`config.mk`:
```
export PLATFORM = sky130hd
export DESIGN_NAME = pidl_cell
export DESIGN_NICKNAME = d
export VERILOG_FILES = /design/src/sv/pidl_pkg.sv /design/src/sv/pidl_cell.sv
export SDC_FILE = /design/constraint.sdc
export NUM_CORES = 1
export LEC_CHECK = 0
export BUFFER_PORTS_ARGS = -buffer_cell sky130_fd_sc_hd__buf_2
export CAP_MARGIN = 25
export CORE_UTILIZATION = 36
export CTS_BUF_LIST = sky130_fd_sc_hd__clkbuf_2
export DETAILED_ROUTE_END_ITERATION = 16
export PLACE_DENSITY = 0.89
export SLEW_MARGIN = 5
export SYNTH_ARGS = -nofsm -noshare
export SYNTH_HDL_FRONTEND = slang
export SYNTH_SLANG_ARGS = --single-unit
```
`constraint.sdc`:
```
create_clock -name i_clk -period 4.9 [get_ports i_clk]
set_input_delay 0.49 -clock i_clk [delete_from_list [all_inputs] [get_ports i_clk]]
set_output_delay 0.49 -clock i_clk [all_outputs]
set_load 0.01 [all_outputs]
```
`src/sv/pidl_pkg.sv`:
```
`default_nettype none

package pidl_pkg;

    // Default list capacity
    localparam int DEPTH_DEF = 64;

    // Operation codes
    localparam logic [1:0] OP_INSERT = 2'd0;
    localparam logic [1:0] OP_DELETE = 2'd1;
    localparam logic [1:0] OP_READ   = 2'd2;

    // Place codes
    localparam logic [1:0] PL_INDEX = 2'd0;
    localparam logic [1:0] PL_FRONT = 2'd1;
    localparam logic [1:0] PL_END   = 2'd2;

    // Status codes
    localparam logic [1:0] STAT_OK    = 2'd0;
    localparam logic [1:0] STAT_FULL  = 2'd1;
    localparam logic [1:0] STAT_EMPTY = 2'd2;
    localparam logic [1:0] STAT_RANGE = 2'd3;

    typedef struct packed {
        logic [1:0]         operation;
        logic [1:0]         place;
        logic [6:0]         position;
        logic signed [31:0] value;
    } t_in_item;

    typedef struct packed {
        logic [1:0]         status;
        logic signed [31:0] read_value;
        logic [6:0]         entry_count;
    } t_out_item;

    // Broadcast shift command for the cell row
    typedef struct packed {
        logic shift_up;
        logic shift_down;
    } t_cell_ctrl;

    typedef enum logic {
        S_IDLE,
        S_READ
    } t_state;

    // Registered levels of the 4-way read-out OR tree
    function automatic int tree_levels(input int depth);
        return ($clog2(depth) + 1) >> 1;
    endfunction

    // Node count at a given level of the OR tree (level 0 holds the leaves)
    function automatic int tree_nodes(input int depth, input int level);
        return ((depth - 1) >> (2 * level)) + 1;
    endfunction

endpackage

`default_nettype wire

```
`src/sv/pidl_cell.sv`:
```
`default_nettype none

module pidl_cell #(
    parameter int DEPTH = 64,
    parameter int IDX   = 0
) (
    input  wire                             i_clk,
    input  wire pidl_pkg::t_cell_ctrl       i_ctrl,
    input  wire [$clog2(DEPTH)-1:0]         i_idx,
    input  wire [$clog2(DEPTH)-1:0]         i_rd_idx,
    input  wire logic signed [31:0]         i_value,
    input  wire logic signed [31:0]         i_left,
    input  wire logic signed [31:0]         i_right,
    output logic signed [31:0]              o_data,
    output logic signed [31:0]              o_leaf
);
    import pidl_pkg::*;

    localparam int IDX_W = $clog2(DEPTH);
    localparam logic [IDX_W-1:0] MY_IDX = IDX_W'(IDX);

    logic signed [31:0] r_data;
    logic signed [31:0] n_data;

    // Take from the lower neighbor, the new value or the upper neighbor
    always_comb begin
        n_data = r_data;
        if (i_ctrl.shift_up) begin
            if (MY_IDX > i_idx) begin
                n_data = i_left;
            end else if (MY_IDX == i_idx) begin
                n_data = i_value;
            end
        end else if (i_ctrl.shift_down) begin
            if (MY_IDX >= i_idx) begin
                n_data = i_right;
            end
        end
    end

    always_ff @(posedge i_clk) begin
        r_data <= n_data;
    end

    assign o_data = r_data;

    // Present the entry to the read-out tree only when addressed
    assign o_leaf = (MY_IDX == i_rd_idx) ? r_data : '0;

endmodule

`default_nettype wire

```
=== Word-level counts from Yosys, hierarchy flattened ===
Index checks and enable logic that the tools add are counted.

* Register bits: 32

* Order comparisons: 2
* Eq/ne operators: 1
* Mux-type cells: 6
* Reduce and logical (&&, ||, !) cells: 5

{| class="wikitable"
|+ Operator list
! cell !! count
|-
| $mux 32 || 6
|-
| $logic_not 6->1 || 2
|-
| $ge 1x6->1 const A || 1
|-
| $gt 1x6->1 const A || 1
|-
| $reduce_bool 2->1 || 2
|-
| $ne 3x1->1 const B || 1
|-
| $reduce_and 3->1 || 1
|}

=== Logic depth before layout (Yosys ltp) ===
Gate-level depths: netlist of run 1.

* Word-level depth: 4
* Mapped depth: 4
* Gate-level depth less buffers: 2

=== Worst setup path after synthesis of run 1 ===
Ideal clock, no wire load.

* Kind: in2reg
* Start point: input i_idx[2]
* End point: register r_data[0], in the netlist o_data[0] (enable)
* Library setup time: 505 ps
* Arrival time: 4079 ps
* Setup slack: 316 ps
* Stages on the path: 2
* Cells stage by stage: or4_1 -> nor4_1

* Longest elaborated chain between the ends: 3
* Elaborated cells on any way between the ends: 6
* Those cells by class: order compare: 2; eq/ne: 1; reduce/logical: 3

{| class="wikitable"
|+ Ends and longest elaborated chain
! item !! RTL line !! text
|-
| start: declaration || pidl_cell.sv:9 || <nowiki>input wire [$clog2(DEPTH)-1:0] i_idx,</nowiki>
|-
| $gt 1x6->1 (tied with other cells) || pidl_cell.sv:29 || <nowiki>if (MY_IDX > i_idx) begin</nowiki>
|-
| $ne 3x1->1 (no line) / $reduce_bool 2->1 (equally long branches) || -- ||
|-
| $reduce_and 3->1 (no line) * || -- ||
|-
| end signal: assignment || pidl_cell.sv:42 || <nowiki>r_data <= n_data;</nowiki>
|-
| end: declaration || pidl_cell.sv:22 || <nowiki>logic signed [31:0] r_data;</nowiki>
|}

Every way passes the cells marked *; elsewhere a longest branch is shown, timed or not.
A chain may end at the register's enable or synchronous reset.

=== Worst setup path after layout of run 1 ===
* Start point: input i_rd_idx[1]
* End point: output o_leaf[3]

* Longest elaborated chain between the ends: 2

{| class="wikitable"
|+ Ends and longest elaborated chain
! item !! RTL line !! text
|-
| start: declaration || pidl_cell.sv:10 || <nowiki>input wire [$clog2(DEPTH)-1:0] i_rd_idx,</nowiki>
|-
| $logic_not 6->1 || pidl_cell.sv:48 || <nowiki>assign o_leaf = (MY_IDX == i_rd_idx) ? r_data : '0;</nowiki>
|-
| $mux 32 || pidl_cell.sv:48 ||
|-
| end: declaration || pidl_cell.sv:15 || <nowiki>output logic signed [31:0] o_leaf</nowiki>
|}

No other way between the ends.

==> results.md, run 1 <==
| Quantity | Reported | Unit |
|:---|:---|:---|
| Power density over the cells | 226 | mW/mm2 |
| TritonCTS sink count | 32 | - |
| Cell type with the highest occurrence count on the critical path | buf_2 | - |
| Depth of the critical timing path with buffers and inverters included | 5 | - |
| Timing-limited maximum frequency | 439 | MHz |
| Flip-flop and latch count after synthesis | 32 | - |
| Clk slew on worst S/H paths | 0.17 | ns |
| Number of global-route vias before repair | 1,485 | - |
| Flip-flop count of the largest register, all copies and words added | 32 | - |
| Fraction of synthesized cell area taken by the top area cell type | 0.589 | - |
| Post-route minimum period | 2.28 | ns |
| Maximum number of pins on one net before global-route repair | 34 | - |
| Initial drt markers | 77 | - |
| Headroom to the max-slew limit | 0.510 | - |
| Area used by sequential logic in the layout | 961 | um2 |
| Placeable core region | 0.00435 | mm2 |
| Critical-path cell with the highest stage delay | nor4_4 | - |
| Summed area of non-filler cells in the final layout | 0.00245 | mm2 |
| Crit path max fanout | 20 | - |
| Yosys warning count | 0 | - |
| Sequential fraction of the synthesis area | 0.589 | - |
| Number of antenna violations at the first check in global routing | 0 | - |
| Final setup violation count | 0 | - |
| Global placer's final weighted congestion | 0.750 | - |
| Largest voltage drop on the vdd net | 183 | uV |
| Post_cts resized | 0 | - |
| Outcome | finished clean | - |
| Most numerous cell types in the synthesized netlist | edfxtp_1 (32), mux2_2 (32), and3_1 (30) | - |
| Final worst-path cycle share | 0.465 | - |
| Largest delay share family, worst path | simple AND/OR/NAND/NOR gates | - |
| Stage delay of the slowest cell on the critical path | 0.61 | ns |
| Floorplan die area | 0.00481 | mm2 |
| Clock tree from TritonCTS | built | - |
| Ratio of cells with drive above 1 in the final layout | 0.740 | - |
| Maximum capacitance violations | 0 | - |
| Die H | 69.3 | um |
| Net count reported at finish | 364 | - |
| Setup fix buffers added after clock tree synthesis | 0 | - |
| Combined area of the multi-input logic cells | 614 | um2 |
| Vias post-DR | 1,504 | - |
| Number of different library cells in the post-synthesis netlist | 11 | - |
| CTS Hold Bufs | 0 | - |
| Netlist Area Pre-Place | 0.00163 | mm2 |
| Cell accounting for the most synthesized area | edfxtp_1 | - |
| Iteration count of the initial detailed-routing pass | 4 | - |
| Clock buffer depth | 2 | - |
| Top area cells in the synthesized netlist | edfxtp_1 (59%), mux2_2 (22%), and3_1 (12%) | - |
| Net count after synthesis | 222 | - |
| Worst Path Arrival | 1.79 | ns |
| Cells after Synth | 111 | - |
| Sum of buffers and inverters on the critical path | 3 | - |
| Total CTS buffers | 5 | - |
| Global Route Usage Sum | 0.195 | - |
| Effective utilization at floorplan | 0.375 | - |
| Inserted Diodes | 0 | - |
| Buffer cell driving the clock tree root | clkbuf_2 | - |
| Final Hold Vio Count | 0 | - |
| Crit path launch | i_rd_idx[1] | - |
| Placement-stage cell area | 0.00237 | mm2 |
| Post-Route WL | 4590 | um |
| Die X-Extent | 69.3 | um |
| List of cells traversed by the critical path | buf_2 > nor4_4 > buf_6 > and3_1 > buf_2 | - |
| Dominant synthesized flop cell | edfxtp_1 | - |
| Startpoint type of the worst setup path | primary input | - |
| Count of H-tree levels built during CTS | 2 | - |
| Leakage power | 1.28 | nW |
| Unrepaired setup endpoints after global routing | no | - |
| Routed vias/inst | 4.92 | - |
| First-pass GRT wire length | 7160 | um |
| Fillers | 369 | - |
| Worst min-delay path class | primary input to flip-flop | - |
| Number of synthesized flops with an enable pin | 32 | - |
| Critical path type | primary input to output port | - |
| Synthesis-to-layout area growth | 50.0 | % |
| Required time of the critical path | 4.41 | ns |
| Overall overflow remaining after global route | 0 | - |
| Summed negative setup slack over all endpoints | 0 | ns |
| Post-route ant nets | 0 | - |
| Avg Cell Area, Syn | 14.7 | um2 |
| Worst Tran Pin Value | 0.735 | ns |
| Max-slew violation count | 0 | - |
| # DRC | 0 | - |
| Number of standard-cell rows in the floorplan | 24 | - |
| Kind of end point of the critical path | output port | - |
| Top Ports | 175 | - |
| WL/cell | 15.0 | um |
| Proportion of register bits with asynchronous set or reset after synthesis | 0 | - |
| Worst Setup EP | o_leaf[3] | - |
| Number of buffers inserted by port buffering | 142 | - |
## routing by layer
metal	vias up	wire, um	global-route usage
li1	710	-	-
met2	93	2390	0.334
met4	0	62	0.0635
met1	694	1810	0.231
met5	-	0	0
met3	7	320	0.0610
## cell families after synthesis
logic type | after synthesis | share of synthesized area
and+or+nand+nor | 37 | 0.150
muxes | 32 | 0.221
DFF | 32 | 0.589
buffers and inverters | 10 | 0.0399
## per-stage QoR
stage,power [mW],util,hold WS [ns],cells,setup WS (ns)
after detailed placement,0.387,0.544,0.793,297,2.60
final,0.554,0.562,0.422,306,2.62
after floorplan,0.349,-,0.710,111,0.316
after CTS,0.563,0.559,0.385,305,2.60
after global placement,0.384,0.542,0.791,296,2.32
after global routing,0.583,0.562,0.353,306,2.50
## power by group
group / internal, mW / switching, mW
Sequential: 0.306 / 0.00112
Combinational: 0.0456 / 0.0297
Clock: 0.0834 / 0.0886
Total: 0.435 / 0.119
## cells in the final DEF, fill, tap and decap left out, types with 2 or more instances in the layout
cell / instances
and3_1: 30
and3_2: 2
buf_2: 142
clkbuf_2: 5
clkinv_1: 2
edfxtp_1: 32
mux2_2: 32
## how the worst min path moves through the flow
| stage | start | end | slack (ns) | cells after the start |
|---|---|---|---|---|
| after global routing | i_right[10] | o_data[10] | 0.35 | 2 |
| after global placement | i_right[28] | o_data[28] | 0.79 | 2 |
| final | i_right[28] | o_data[28] | 0.42 | 2 |
| after detailed placement | i_value[23] | o_data[23] | 0.79 | 2 |
| after CTS | i_right[0] | o_data[0] | 0.38 | 2 |
| after floorplan | i_right[0] | o_data[0] | 0.71 | 1 |
## cell type report
class                      count  share of cell area
tap                           52              0.0266
sequential                    32               0.393
clock buffer                   5              0.0102
multi-input combinational     69               0.251
timing repair buffer         145               0.304
clock inverter                 3              0.0153
Power figures use the tool's default switching activity.
==> run 2: changes to the inputs <==
==> constraint.sdc (replaced) <==
create_clock -name i_clk -period 2.29 [get_ports i_clk]
set_input_delay 0.229 -clock i_clk [delete_from_list [all_inputs] [get_ports i_clk]]
set_output_delay 0.229 -clock i_clk [all_outputs]
set_load 0.01 [all_outputs]
==> run 2 against run 1 <==
  * Cell count is 0.33% higher
  * First-iteration DRC count is 60% lower
  * Sequential power is 110% higher
  * Worst hold slack worse by 0.27 ns
  * Setup slack worse by 1.8 ns
  * Largest power group unchanged
  * Highest routed layer unchanged
==> results.md, run 2 (synthesized netlist as in run 1, its figures left out) <==
| Quantity | Reported | Unit |
|:---|:---|:---|
| Crit path max fanout | 32 | - |
| Routed vias/inst | 4.78 | - |
| Post-route setup slack | 0.830 | ns |
| Area used by sequential logic in the layout | 961 | um2 |
| Max-slew violation count | 0 | - |
| Most common cell after layout, fill and taps aside | buf_2 | - |
| Critical path type | primary input to output port | - |
| Total CTS buffers | 5 | - |
| Vias post-DR | 1,467 | - |
| Kind of end point of the critical path | output port | - |
| Clk slew on worst S/H paths | 0.17 | ns |
| Final cell utilization of the core | 0.560 | - |
| Power density over the cells | 440 | mW/mm2 |
| TritonCTS sink count | 32 | - |
| Detailed placement HPWL | 3250 | um |
| Number of buffers inserted by port buffering | 142 | - |
| Outcome | finished clean | - |
| Maximum capacitance violations | 0 | - |
| Setup fix buffers added after clock tree synthesis | 0 | - |
| Ratio of cells with drive above 1 in the final layout | 0.741 | - |
| Number of standard-cell rows in the floorplan | 24 | - |
| Inserted Diodes | 0 | - |
| Floorplan die area | 0.00481 | mm2 |
| Overall overflow remaining after global route | 0 | - |
| First-pass GRT wire length | 6690 | um |
| Unrepaired setup endpoints after global routing | no | - |
| Worst slack, placed | 0.598 | ns |
| Required time of the critical path | 2.06 | ns |
| Net count reported at finish | 365 | - |
| Startpoint type of the worst setup path | primary input | - |
| Crit path launch | i_rd_idx[1] | - |
| Iteration count of the initial detailed-routing pass | 5 | - |
| Final standard cell count with taps included and fillers excluded | 307 | - |
| Commonest non-fill, non-tap cells in the layout | buf_2 (142), mux2_2 (32), edfxtp_1 (32) | - |
| Maximum number of pins on one net before global-route repair | 33 | - |
| Placeable core region | 0.00435 | mm2 |
| Global placer's final weighted congestion | 0.693 | - |
| Placed Cells incl. Taps | 299 | - |
| Count of H-tree levels built during CTS | 2 | - |
| Top Ports | 175 | - |
| Post-route minimum period | 1.46 | ns |
| Headroom to the max-slew limit | 0.777 | - |
| Clock tree from TritonCTS | built | - |
| Clock buffer depth | 2 | - |
| Effective utilization at floorplan | 0.375 | - |
| Global Route Usage Sum | 0.182 | - |
| Initial drt markers | 31 | - |
| Worst min-delay path class | primary input to flip-flop | - |
| Final worst-path cycle share | 0.637 | - |
| Fillers | 383 | - |
| WL/cell | 13.8 | um |
| Leakage power | 1.28 | nW |
| Synthesis-to-layout area growth | 49.5 | % |
| Post-route ant nets | 0 | - |
| Die H | 69.3 | um |
| Flip-flop count of the largest register, all copies and words added | 32 | - |
| Post_cts resized | 0 | - |
| Worst Path Arrival | 1.23 | ns |
| Final Hold Vio Count | 0 | - |
| Post-Route WL | 4230 | um |
| Summed negative setup slack over all endpoints | 0 | ns |
| Largest voltage drop on the vdd net | 240 | uV |
| Beginning of the worst hold path | i_value[22] | - |
| Buffer cell driving the clock tree root | clkbuf_2 | - |
| Die X-Extent | 69.3 | um |
| # DRC | 0 | - |
| Combined area of the multi-input logic cells | 621 | um2 |
| Timing-limited maximum frequency | 685 | MHz |
| Worst Tran Pin Value | 0.335 | ns |
| Number of global-route vias before repair | 1,457 | - |
| CTS Hold Bufs | 0 | - |
| Final setup violation count | 0 | - |
| Number of antenna violations at the first check in global routing | 0 | - |
run 2: cell types whose count changed in the layout (fill, tap and decap cells not counted), sizes merged:
cell / before / now
buf: 145 / 146
bufinv: 1 / 0
clkinv: 2 / 3
run 2: layout make-up:
| cell class | instances | area share |
|---|---|---|
| multi-input combinational | 69 | 0.254 |
| clock inverter | 3 | 0.00564 |
| timing repair buffer | 146 | 0.309 |
| clock buffer | 5 | 0.0103 |
| sequential | 32 | 0.394 |
| tap | 52 | 0.0267 |
run 2: stage by stage:
step	power (mW)	area [um2]	hold WS [ns]
2_1_floorplan	0.747	1650	0.449
3_3_place_gp	0.825	2400	0.531
3_5_place_dp	0.831	2400	0.533
4_1_cts	1.09	2440	0.122
5_1_grt	1.13	2440	0.102
6_report	1.07	2440	0.154
run 2: critical path: stages:
cell and delay [ns]:
buf_2 0.11, nor4_4 0.25, buf_4 0.30, and3_1 0.21, buf_2 0.13
run 2: path summary, 6_finish.rpt:
| kind | endpoint | slack, ns | cells after the start |
|---|---|---|---|
| hold / removal | o_data[22] | 0.15 | 2 |
| setup / recovery | o_leaf[26] | 0.83 | 5 |
run 2: metal layers:
| metal | track usage | vias up | wire (um) |
|---|---|---|---|
| met5 | 0 | - | 0 |
| met4 | 0.0703 | 0 | 52 |
| met3 | 0.0727 | 6 | 356 |
| met2 | 0.337 | 94 | 2370 |
| met1 | 0.180 | 655 | 1450 |
| li1 | - | 712 | - |
run 2: power by group:
group / internal [mW] / switching (mW)
Clock: 0.0684 / 0.188
Sequential: 0.654 / 0.00217
Combinational: 0.0973 / 0.0627
Total: 0.820 / 0.253
